### src/rtl/core/ssrch_pkg.sv
`timescale 1ns / 1ps
`default_nettype none
// -----------------------------------------------------------------------------
// ssrch_pkg
// Shared types, widths and helpers for the stream substring search block.
// -----------------------------------------------------------------------------
package ssrch_pkg;

   localparam int DATA_W    = 8;
   localparam int OFFSET_W  = 32;
   localparam int PATTERN_W = 64;
   localparam int LENGTH_W  = 4;
   localparam int LEN_IDX_W = 3;
   localparam int CSR_IDX_W = 1;

   localparam logic [CSR_IDX_W-1:0] CSR_PATTERN_BYTES  = 1'b0;
   localparam logic [CSR_IDX_W-1:0] CSR_PATTERN_LENGTH = 1'b1;

   typedef struct packed {
      logic [DATA_W-1:0]   data_byte;
      logic                first_byte;
      logic                last_byte;
      logic [OFFSET_W-1:0] base_offset;
   } req_type;

   typedef struct packed {
      logic                found;
      logic [OFFSET_W-1:0] match_offset;
   } rsp_type;

   // stream control that rides along with each classified byte
   typedef struct packed {
      logic                first_byte;
      logic                last_byte;
      logic [OFFSET_W-1:0] base_offset;
   } cls_type;

   // clamp the programmed length into 1..max_len and return length-1
   function automatic logic [LEN_IDX_W-1:0] eff_len_m1(input logic [LENGTH_W-1:0] len,
                                                      input int max_len);
      logic [LENGTH_W-1:0] n;
      n = len;
      if (n == '0) begin
         n = LENGTH_W'(1);
      end
      if (int'(n) > max_len) begin
         n = LENGTH_W'(max_len);
      end
      return LEN_IDX_W'(n - LENGTH_W'(1));
   endfunction

endpackage
`default_nettype wire

### src/rtl/core/ssrch_fifo.sv
`timescale 1ns / 1ps
`default_nettype none
// -----------------------------------------------------------------------------
// ssrch_fifo
// Small register queue with push/full and pop/empty on the two sides.
// -----------------------------------------------------------------------------
module ssrch_fifo #(
   parameter int WIDTH = 8,
   parameter int DEPTH = 4
) (
   input  wire logic             clock,
   input  wire logic             reset,
   input  wire logic             push,
   input  wire logic [WIDTH-1:0] wdata,
   output logic                  full,
   input  wire logic             pop,
   output logic      [WIDTH-1:0] rdata,
   output logic                  empty
);

   localparam int PTR_W = (DEPTH > 1) ? $clog2(DEPTH) : 1;
   localparam int CNT_W = $clog2(DEPTH + 1);
   localparam logic [PTR_W-1:0] LAST_PTR = PTR_W'(DEPTH - 1);
   localparam logic [CNT_W-1:0] FULL_CNT = CNT_W'(DEPTH);

   logic [WIDTH-1:0] mem_ff [DEPTH];
   logic [PTR_W-1:0] wr_ptr_ff, wr_ptr_in;
   logic [PTR_W-1:0] rd_ptr_ff, rd_ptr_in;
   logic [CNT_W-1:0] count_ff, count_in;
   logic             do_push, do_pop;

   assign full    = (count_ff == FULL_CNT);
   assign empty   = (count_ff == '0);
   assign do_push = push & ~full;
   assign do_pop  = pop & ~empty;
   assign rdata   = mem_ff[rd_ptr_ff];

   always_comb begin
      wr_ptr_in = wr_ptr_ff;
      rd_ptr_in = rd_ptr_ff;
      count_in  = count_ff;
      if (do_push) begin
         wr_ptr_in = (wr_ptr_ff == LAST_PTR) ? '0 : wr_ptr_ff + PTR_W'(1);
      end
      if (do_pop) begin
         rd_ptr_in = (rd_ptr_ff == LAST_PTR) ? '0 : rd_ptr_ff + PTR_W'(1);
      end
      if (do_push && !do_pop) begin
         count_in = count_ff + CNT_W'(1);
      end else if (do_pop && !do_push) begin
         count_in = count_ff - CNT_W'(1);
      end
   end

   always_ff @(posedge clock) begin
      if (reset) begin
         wr_ptr_ff <= '0;
         rd_ptr_ff <= '0;
         count_ff  <= '0;
      end else begin
         wr_ptr_ff <= wr_ptr_in;
         rd_ptr_ff <= rd_ptr_in;
         count_ff  <= count_in;
      end
   end

   always_ff @(posedge clock) begin
      if (do_push) begin
         mem_ff[wr_ptr_ff] <= wdata;
      end
   end

endmodule
`default_nettype wire

### src/rtl/core/ssrch_front.sv
`timescale 1ns / 1ps
`default_nettype none
// -----------------------------------------------------------------------------
// ssrch_front
// Classifies an incoming byte: compares it against every pattern byte at once.
// -----------------------------------------------------------------------------
module ssrch_front #(
   parameter int MAX_PATTERN = 8
) (
   input  wire logic [ssrch_pkg::PATTERN_W-1:0] pattern,
   input  wire ssrch_pkg::req_type              req_data,
   output logic      [MAX_PATTERN-1:0]          hits,
   output ssrch_pkg::cls_type                   cls
);

   import ssrch_pkg::*;

   always_comb begin
      for (int i = 0; i < MAX_PATTERN; i++) begin
         hits[i] = (pattern[DATA_W*i +: DATA_W] == req_data.data_byte);
      end
   end

   always_comb begin
      cls.first_byte  = req_data.first_byte;
      cls.last_byte   = req_data.last_byte;
      cls.base_offset = req_data.base_offset;
   end

endmodule
`default_nettype wire

### src/rtl/core/ssrch_back.sv
`timescale 1ns / 1ps
`default_nettype none
// -----------------------------------------------------------------------------
// ssrch_back
// Shift-and match engine: tracks live prefixes and the byte offset, and
// emits one result per stream.
// -----------------------------------------------------------------------------
module ssrch_back #(
   parameter int MAX_PATTERN = 8
) (
   input  wire logic                            clock,
   input  wire logic                            reset,
   input  wire logic [ssrch_pkg::LEN_IDX_W-1:0] len_m1,
   input  wire logic                            mid_empty,
   input  wire logic [MAX_PATTERN-1:0]          mid_hits,
   input  wire ssrch_pkg::cls_type              mid_cls,
   output logic                                 mid_pop,
   input  wire logic                            rsp_full,
   output logic                                 rsp_push,
   output ssrch_pkg::rsp_type                   rsp_wdata
);

   import ssrch_pkg::*;

   localparam int IDX_W = (MAX_PATTERN > 1) ? $clog2(MAX_PATTERN) : 1;

   logic [MAX_PATTERN-1:0] live_ff, live_in;
   logic [OFFSET_W-1:0]    pos_ff, pos_in;
   logic                   done_ff, done_in;

   logic [MAX_PATTERN-1:0] len_mask;
   logic [MAX_PATTERN-1:0] live_base, live_next;
   logic [OFFSET_W-1:0]    pos_base;
   logic                   done_base;
   logic                   hit_end;

   always_comb begin
      for (int i = 0; i < MAX_PATTERN; i++) begin
         len_mask[i] = (LEN_IDX_W'(i) <= len_m1);
      end
   end

   // hold the beat while the result queue has no room
   assign mid_pop = ~mid_empty & ~rsp_full;

   always_comb begin
      live_base = mid_cls.first_byte ? '0 : live_ff;
      pos_base  = mid_cls.first_byte ? mid_cls.base_offset : pos_ff;
      done_base = mid_cls.first_byte ? 1'b0 : done_ff;
      live_next = ((live_base << 1) | MAX_PATTERN'(1)) & mid_hits & len_mask;
      hit_end   = live_next[len_m1[IDX_W-1:0]];
   end

   always_comb begin
      live_in  = live_ff;
      pos_in   = pos_ff;
      done_in  = done_ff;
      rsp_push = 1'b0;
      rsp_wdata.found        = hit_end;
      rsp_wdata.match_offset = hit_end ? pos_base - OFFSET_W'(len_m1) : '0;
      if (mid_pop) begin
         live_in = live_base;
         pos_in  = pos_base;
         done_in = done_base;
         // drop bytes once this stream has its result
         if (!done_base) begin
            live_in  = live_next;
            pos_in   = pos_base + OFFSET_W'(1);
            rsp_push = hit_end | mid_cls.last_byte;
            done_in  = hit_end | mid_cls.last_byte;
         end
      end
   end

   always_ff @(posedge clock) begin
      if (reset) begin
         live_ff <= '0;
         pos_ff  <= '0;
         done_ff <= 1'b0;
      end else begin
         live_ff <= live_in;
         pos_ff  <= pos_in;
         done_ff <= done_in;
      end
   end

   a_push_from_pop: assert property (@(posedge clock) disable iff (reset)
      rsp_push |-> mid_pop)
      else $error("result pushed without consuming a byte");

   a_done_after_result: assert property (@(posedge clock) disable iff (reset)
      rsp_push |=> done_ff)
      else $error("search not closed after a result");

   a_quiet_when_done: assert property (@(posedge clock) disable iff (reset)
      (mid_pop && done_ff && !mid_cls.first_byte) |-> !rsp_push)
      else $error("result given for a closed stream");

   a_miss_offset_zero: assert property (@(posedge clock) disable iff (reset)
      (rsp_push && !rsp_wdata.found) |-> (rsp_wdata.match_offset == '0))
      else $error("nonzero offset on a miss");

endmodule
`default_nettype wire

### src/rtl/core/stream_substring_search.sv
`timescale 1ns / 1ps
`default_nettype none
// -----------------------------------------------------------------------------
// stream_substring_search
// First-occurrence exact search of a programmed byte pattern in a byte stream.
// -----------------------------------------------------------------------------
// Takes one byte per cycle while req_full is low. Each accepted byte is compared
// against all pattern bytes at once and queued; the shift-and engine behind the
// queue retires one byte per cycle while the result queue has room, so the
// sustained rate is one byte per clock, set by the prefix update. A result is
// registered into the result queue when the engine retires the byte that
// completes the pattern (or ends the stream), and can then be popped. Each
// stream, started by a byte with first_byte set, yields exactly one result:
// found with the offset of the first matched byte, or found=0 at last_byte.
// Bytes after a result are dropped until the next first_byte. Write the
// pattern registers only while no bytes are in flight.
module stream_substring_search #(
   parameter int MAX_PATTERN = 8,
   parameter int MID_DEPTH   = 4,
   parameter int RSP_DEPTH   = 2
) (
   input  wire logic                            clock,
   input  wire logic                            reset,
   input  wire logic                            req_push,
   input  wire ssrch_pkg::req_type              req_data,
   output logic                                 req_full,
   output logic                                 rsp_empty,
   input  wire logic                            rsp_pop,
   output ssrch_pkg::rsp_type                   rsp_data,
   input  wire logic                            csr_we,
   input  wire logic [ssrch_pkg::CSR_IDX_W-1:0] csr_index,
   input  wire logic [ssrch_pkg::PATTERN_W-1:0] csr_wdata
);

   import ssrch_pkg::*;

   localparam int MID_W = MAX_PATTERN + $bits(cls_type);

   logic [PATTERN_W-1:0]   pattern_ff;
   logic [LENGTH_W-1:0]    length_ff;
   logic [LEN_IDX_W-1:0]   len_m1;

   logic [MAX_PATTERN-1:0] front_hits, mid_hits;
   cls_type                front_cls, mid_cls;
   logic [MID_W-1:0]       mid_rdata;
   logic                   mid_empty, mid_pop;
   logic                   rsp_full, rsp_push;
   rsp_type                rsp_wdata;

   always_ff @(posedge clock) begin
      if (reset) begin
         pattern_ff <= '0;
         length_ff  <= LENGTH_W'(1);
      end else if (csr_we) begin
         case (csr_index)
            CSR_PATTERN_BYTES: begin
               pattern_ff <= csr_wdata;
            end
            CSR_PATTERN_LENGTH: begin
               length_ff <= csr_wdata[LENGTH_W-1:0];
            end
            default: begin
               pattern_ff <= pattern_ff;
            end
         endcase
      end
   end

   assign len_m1 = eff_len_m1(length_ff, MAX_PATTERN);

   ssrch_front #(
      .MAX_PATTERN(MAX_PATTERN)
   ) u_front (
      .pattern  (pattern_ff),
      .req_data (req_data),
      .hits     (front_hits),
      .cls      (front_cls)
   );

   ssrch_fifo #(
      .WIDTH(MID_W),
      .DEPTH(MID_DEPTH)
   ) u_mid_fifo (
      .clock (clock),
      .reset (reset),
      .push  (req_push),
      .wdata ({front_hits, front_cls}),
      .full  (req_full),
      .pop   (mid_pop),
      .rdata (mid_rdata),
      .empty (mid_empty)
   );

   assign mid_hits = mid_rdata[MID_W-1 -: MAX_PATTERN];
   assign mid_cls  = cls_type'(mid_rdata[$bits(cls_type)-1:0]);

   ssrch_back #(
      .MAX_PATTERN(MAX_PATTERN)
   ) u_back (
      .clock     (clock),
      .reset     (reset),
      .len_m1    (len_m1),
      .mid_empty (mid_empty),
      .mid_hits  (mid_hits),
      .mid_cls   (mid_cls),
      .mid_pop   (mid_pop),
      .rsp_full  (rsp_full),
      .rsp_push  (rsp_push),
      .rsp_wdata (rsp_wdata)
   );

   ssrch_fifo #(
      .WIDTH($bits(rsp_type)),
      .DEPTH(RSP_DEPTH)
   ) u_rsp_fifo (
      .clock (clock),
      .reset (reset),
      .push  (rsp_push),
      .wdata (rsp_wdata),
      .full  (rsp_full),
      .pop   (rsp_pop),
      .rdata (rsp_data),
      .empty (rsp_empty)
   );

endmodule
`default_nettype wire
### config.mk
export PLATFORM = sky130hd
export DESIGN_NAME = stream_substring_search
export DESIGN_NICKNAME = d
export VERILOG_FILES = /design/src/rtl/core/ssrch_pkg.sv /design/src/rtl/core/ssrch_fifo.sv /design/src/rtl/core/ssrch_front.sv /design/src/rtl/core/ssrch_back.sv /design/src/rtl/core/stream_substring_search.sv
export SDC_FILE = /design/constraint.sdc
export NUM_CORES = 1
export LEC_CHECK = 0
export ABC_CLOCK_PERIOD_IN_PS = 5500
export BUFFER_PORTS_ARGS = -buffer_cell sky130_fd_sc_hd__buf_2
export CAP_MARGIN = 20
export CORE_ASPECT_RATIO = 2
export CORE_MARGIN = 2
export CORE_UTILIZATION = 45
export CTS_CLUSTER_SIZE = 24
export DETAILED_ROUTE_END_ITERATION = 8
export MAX_ROUTING_LAYER = met4
export PLACE_DENSITY = 0.66
export SLEW_MARGIN = 10
export SYNTH_ARGS = -nofsm -noshare
export SYNTH_HDL_FRONTEND = slang
export SYNTH_SLANG_ARGS = --single-unit
### constraint.sdc
create_clock -name clock -period 5.5 [get_ports clock]
set_input_delay 0.275 -clock clock [delete_from_list [all_inputs] [get_ports clock]]
set_output_delay 0.275 -clock clock [all_outputs]
set_load 0.05 [all_outputs]
Word level (Yosys, flattened, before mapping)
Memory sizes are Yosys's and may differ from the RTL's. A register that Yosys moved wholly into a read port is not among the register bits. Index checks and enable logic that the tools add are counted.

Register bits: 119. Latch bits: 0. RAM bits: 234. ROM bits: 0. Bits of input ports: 112. Output and inout bits: 35. Logic and storage cells: 103. Memories kept: 2.

Memories: u_mid_fifo.mem_ff (words 4, bits a word 42, rd ports 1, clocked after Yosys merged registers in 1, write ports 1, line ssrch_fifo.sv:26) `logic [WIDTH-1:0] mem_ff [DEPTH];`; u_rsp_fifo.mem_ff (words 2, bits a word 33, rd ports 1, clocked after Yosys merged registers in 1, write ports 1, line ssrch_fifo.sv:26).

Add/subtract/negate cells: 11. $mul: 0. Div/mod/pow operators: 0. Magnitude comparators: 10. Equal/unequal tests: 12. Shift operators: 0. Muxes and demuxes: 29. Bitwise operators: 13. Reduce and logical (&&, ||, !) cells: 15.

Operator list (count): $mux W32 (3); $eq A8 B8 Y1 (8); $add A32 B1 Y32 const B (1); $sub A32 B3 Y32 (1); $and A8 B8 Y8 (2); $mux W7 (2); $mux W1 (13); $le A3 B3 Y1 const A (4); $mux W2 (6); $mux W3 (3); $add A2 B1 Y2 const B (3); $eq A2 B2 Y1 const B (3); $le A1 B3 Y1 const A (2); $le A2 B3 Y1 const A (2); $sub A3 B1 Y3 const B (2); $and A1 B1 Y1 (5); $not A1 Y1 (5); $gt A4 B4 Y1 const B (1); $logic_and A1 B1 Y1 (4); $logic_not A1 Y1 (4); $logic_not A4 Y1 (1); $lt A3 B4 Y1 const B (1); $mux W4 (1); $reduce_and A2 Y1 (2); other kinds (9) (11).

Logic depth before layout (Yosys ltp)
Depth in word-level cells: 17. Depth in mapped cells: 16. Mapped depth without buffers: 14.

Cells and area by module
Synthesis repeated with hierarchy kept, for this count alone.

Cells, all modules: 1386. Area total of the unflattened synthesis: 17784.6 um2.

By module, submodules not included: ssrch_fifo at u_mid_fifo (times used 1, cells an instance 270, area an instance 6541.3 um2, seq. area each 5225.0 um2); ssrch_back (times used 1, cells an instance 546, area an instance 4132.7 um2, seq. area each 800.8 um2); stream_substring_search (times used 1, cells an instance 312, area an instance 3487.1 um2, seq. area each 1361.3 um2); ssrch_fifo at u_rsp_fifo (times used 1, cells an instance 128, area an instance 2591.2 um2, seq. area each 2082.0 um2); ssrch_front (times used 1, cells an instance 130, area an instance 1032.2 um2, seq. area each 0.0 um2).

Least setup slack after synthesis
Ideal clock, no wire load.

Path kind: reg2reg. From: reg length_ff[1]. To: mem u_rsp_fifo.mem_ff[0][0] (netlist bit), enable pin. Library setup time: 0.474 ns. Arrival: 5.085 ns. Required time: 5.026 ns. Path slack: -0.059 ns. Stages on the path, launching flop included: 12. Buffers on the path: 1. Clock period less this slack: 5.559 ns. Path through: dfxtp_1 o21ba_2 nor2_1 inv_1 ha_1 xnor2_1 clkinv_1 nor3_1 a2111o_1 clkbuf_1 nand3_1 a211oi_1.

Word-level cells in the longest chain between the ends: 15. Elaborated cells between the ends (all ways): 22. Classes of those cells: 1 x add/sub; 9 x order compare; 8 x mux; 3 x bitwise; 1 x reduce/logical.

RTL lines: from (decl) (line stream_substring_search.sv:40) `logic [LENGTH_W-1:0] length_ff;`; from (signal assigned) (line stream_substring_search.sv:60) `length_ff <= csr_wdata[LENGTH_W-1:0];`; $logic_not A4 Y1 (line ssrch_pkg.sv:43) `if (n == '0) begin`; $mux W4 * (line ssrch_pkg.sv:43); $gt A4 B4 Y1 (line ssrch_pkg.sv:46) `if (int'(n) > max_len) begin`; $mux W3 * (line ssrch_pkg.sv:46); $sub A3 B1 Y3 * (line ssrch_pkg.sv:49) `return LEN_IDX_W'(n - LENGTH_W'(1));`; $le A1 B3 Y1, or another cell as far along (line ssrch_back.sv:39) `len_mask[i] = (LEN_IDX_W'(i) <= len_m1);`; $and A8 B8 Y8 (line ssrch_back.sv:50) `live_next = ((live_base << 1) | MAX_PATTERN'(1)) & mid_hits & len_mask;`; $bmux W1 S3 * (line ssrch_back.sv:51) `hit_end = live_next[len_m1[IDX_W-1:0]];`; $mux W1 (not written as such) * (line ssrch_back.sv:51); $or A1 B1 Y1 * (line ssrch_back.sv:69) `rsp_push = hit_end | mid_cls.last_byte;`; $mux W1 * (line ssrch_back.sv:66) `if (!done_base) begin`; $mux W1 * (line ssrch_back.sv:61) `if (mid_pop) begin`; $and A1 B1 Y1 * (line ssrch_fifo.sv:34) `assign do_push = push & ~full;`; $mux W1 * (line ssrch_fifo.sv:68) `if (do_push) begin`; $mux W1 (not written as such) * (line ssrch_fifo.sv:69) `mem_ff[wr_ptr_ff] <= wdata;`; to (decl) (line ssrch_fifo.sv:26).

Every way passes the cells marked *; elsewhere a longest branch is shown, timed or not. The select of a mux whose other input is x is not followed.

==> results.py <==
metrics = {
    "outcome": {
        "status": "completed",
    },
    "route": {
        "dr.first_iter.drc_count": 708,
        "via_per_inst": 5.739,
        "drc": 0,
        "routed.top_layer": "met4",
        "num_vias": 11925,
        "dr_wl_met3_um": 1757,
        "met1_length_um": 14450,
        "wl_um": 41800,
        "dr.pass1.iters": 5,
        "wl_per_cell_um": 20.12,
        "met2_wirelength_um": 23260,
        "antenna_left": 0,
    },
    "clock_network": {
        "cts.sinks": 356,
        "cts.path.max_buffers": 3,
        "cts-buffers-inserted": 29,
        "ctsHoldBuffers": 98,
        "root_buffer": "clkbuf_16",
        "cts_setup_buffers": 0,
        "postCtsResizedCells": 0,
        "cts_tree": "done",
        "clk_pin_slew_ns": 0.07,
        "clock_latency_ns": 0.58,
        "h-tree-depth": 1,
    },
    "final_layout": {
        "num_antenna_cells": 0,
        "nNetsFinal": 1729,
        "drive_gt1_share_pct": 20.20,
        "syn_to_final_growth_pct": 18.47,
        "multi_input_area_um2": 6610,
        "fill_cells": 3067,
        "final_util_pct": 53.89,
        "regArea_um2": 9472,
    },
    "synth": {
        "synth_top_area_share_pct": 42.56,
        "synth_area_leaders": "edfxtp_1 (43%), dfxtp_1 (15%), mux4_2 (5.7%)",
        "synth_most_common_cell": "edfxtp_1",
        "yosys_warnings": 0,
        "ys_ff_latch": 356,
        "synth_edf_count": 234,
        "synth_fp_nets": 1512,
        "synthArstFlopShare_pct": 0,
        "synth_seq_area_share_pct": 57.35,
        "syn_inst": 1384,
        "synthesis.area_um2": 16510,
        "synth_common_cells": "edfxtp_1 (234), nand2_1 (196), dfxtp_1 (122), a21oi_1 (97), xnor2_1 (74)",
        "yosys.area.top_type": "edfxtp_1",
        "syn-mean-instance-area_um2": 11.93,
        "netlist-cell-type-count": 72,
        "synth_flop_cell": "edfxtp_1",
    },
    "power_and_ir_drop": {
        "ir_drop_uv": 277.5,
        "cellInternalPower_mw": 5.999,
        "power_frac_comb_pct": 43.8,
        "p_sw_share_pct": 40.45,
        "leakagePower_nw": 6.832,
        "p_per_area_nw_per_um2": 515.1,
        "pwr-share-seq_pct": 36.3,
        "p_clk_share_pct": 19.9,
        "power_switching_mw": 4.076,
    },
    "placement": {
        "dp_slack_ns": 1.062,
        "dpl.hpwl_um": 29580,
        "gp_congestion": 0.9263,
        "port_buffers": 146,
    },
    "timing": {
        "min_period_ns": 4.554,
        "finalSetupViolCount": 0,
        "hold_viol_final": 0,
        "slew_viol_final": 0,
        "worst_pin_slew_ns": 1.094,
        "grt_setup_unrepaired": "no",
        "tns_ns": 0,
        "fmax_mhz": 219.6,
        "slew_headroom_pct": 27.06,
        "skew_ns": 0.01842,
        "period_share_pct": 82.79,
        "fin_ws_ns": 0.9464,
    },
    "grt": {
        "grt_pass1_wl_um": 65450,
        "track_usage_pct": 22.26,
        "overflow": 0,
        "grt_pass1_vias": 12187,
        "grt_max_degree": 99,
        "antenna_found_initial": 0,
    },
    "setup_path": {
        "path_cells": "o21ba_2 > nor2_1 > inv_1 > ha_1 > xnor2_1 > clkinv_1 > nor3_1 > a2111o_1 > nand3_1 > inv_1 > o211a_1 > buf_4",
        "rrSetupSlack_ns": 0.95,
        "critical_path_class": "reg2reg",
        "cp-start-kind": "flop",
        "max_stage_delay_ns": 0.52,
        "slowest_stage": "a2111o_1",
        "cp.required_ns": 5.72,
        "path_max_fanout": 33,
        "cpMostUsedCell": "inv_1",
        "worstSetupEndpointType": "flop",
        "cp.arrival_ns": 4.77,
    },
    "run": {
        "drv_cap": 0,
    },
    "worst_hold_path": {
        "hp-class": "in2reg",
    },
    "die": {
        "num_rows": 99,
        "die_h_um": 274.9,
        "initial_core_util_pct": 45.49,
        "ios": 147,
        "coreArea_um2": 36290,
        "die_x_um": 139.4,
        "die-area_um2": 38330,
    },
}
metrics by stage:
step	power, mW	std cells	hold slack, ns	area [um2]
after floorplan	6.835	1384	0.3739	16520
after global placement	7.991	1925	0.4429	17660
after detailed placement	8.059	1926	0.4474	17680
after CTS	10.12	2078	0.04240	19560
after global routing	10.57	2078	0.07428	19560
final	10.08	2078	0.06869	19560
sequential cells by signal, summed over array words and instances (netlist names), named ones only:
register	cells
u_back.pos_ff	32
u_back.done_ff	1
u_mid_fifo.wr_ptr_ff	2
u_rsp_fifo.count_ff	2
u_rsp_fifo.wr_ptr_ff	1
u_back.live_ff	7
u_mid_fifo.mem_ff	168
pattern_ff	64
u_mid_fifo.count_ff	3
u_rsp_fifo.mem_ff	66
u_rsp_fifo.rd_ptr_ff	1
u_mid_fifo.rd_ptr_ff	2
length_ff	4
cell type report:
class / instances / share of cell area (%)
sequential: 356 / 48.42
tap: 454 / 2.904
clock inverter: 12 / 0.3710
inverter: 22 / 0.4222
multi-input combinational: 921 / 33.79
clock buffer: 42 / 4.235
timing repair buffer: 271 / 9.851
critical path, delay by kind of cell, from the launching register on:
kind	cells	cell delay (ns)
AOI/OAI and AO/OA	3	0.94
buffers and inverters	4	1.22
and+or+nand+nor	3	0.99
adders and majority gates	1	0.29
DFF	1	0.33
xor gates and xnor gates	1	0.37
power by group through the flow:
stage | combinational [mW] | sequential (mW) | clock [mW]
4_1_cts | 4.42 | 3.65 | 2.05
3_3_place_gp | 4.31 | 3.69 | 0
2_1_floorplan | 3.20 | 3.63 | 0
6_report | 4.42 | 3.65 | 2.00
5_1_grt | 4.74 | 3.70 | 2.14
3_5_place_dp | 4.35 | 3.70 | 0
layer usage:
layer | GRT usage (%) | up-vias
met2 | 42.35 | 358
met1 | 21.94 | 5842
met3 | 2.541 | 119
li1 | - | 5606
met4 | 11.67 | 0
met5 | - | -
cell families after synthesis:
logic type	share of synthesized area (%)
compound gates	7.851
xor+xnor	4.615
flops	57.35
buf+inv	2.781
simple gates	14.78
fa+ha+maj	1.258
mux	11.36
cell usage in the layout (no fill, tap or decap), drive strengths merged, types with 5 or more instances in the layout:
cell	count
o211ai	11
or4	8
mux2i	40
buf	173
nor2	58
nor4	16
nand4	51
mux2	47
o21ai	24
inv	23
and4	9
and3	10
dlygate4sd3	98
ha	15
or3	11
edfxtp	234
nor3b	5
a211o	9
a211oi	7
o311ai	6
clkinv	11
nand3	55
o31a	6
nor2b	7
xor2	13
nand2b	8
nand4b	6
xnor2	74
nor3	20
a21oi	97
or3b	7
clkbuf	42
mux4	42
nand2	196
and2	10
dfxtp	122
worst paths after layout:
| kind | from | end | depth (start not counted) |
|---|---|---|---|
| max | length_ff[2] | u_rsp_fifo.mem_ff[1][8] | 12 |
| min | csr_we | length_ff[2] | 3 |
| max reg2reg | length_ff[2] | u_rsp_fifo.mem_ff[1][8] | 12 |
| min reg2reg | u_back.live_ff[5] | u_back.live_ff[5] | 2 |
(Power assumes the default switching activity.)
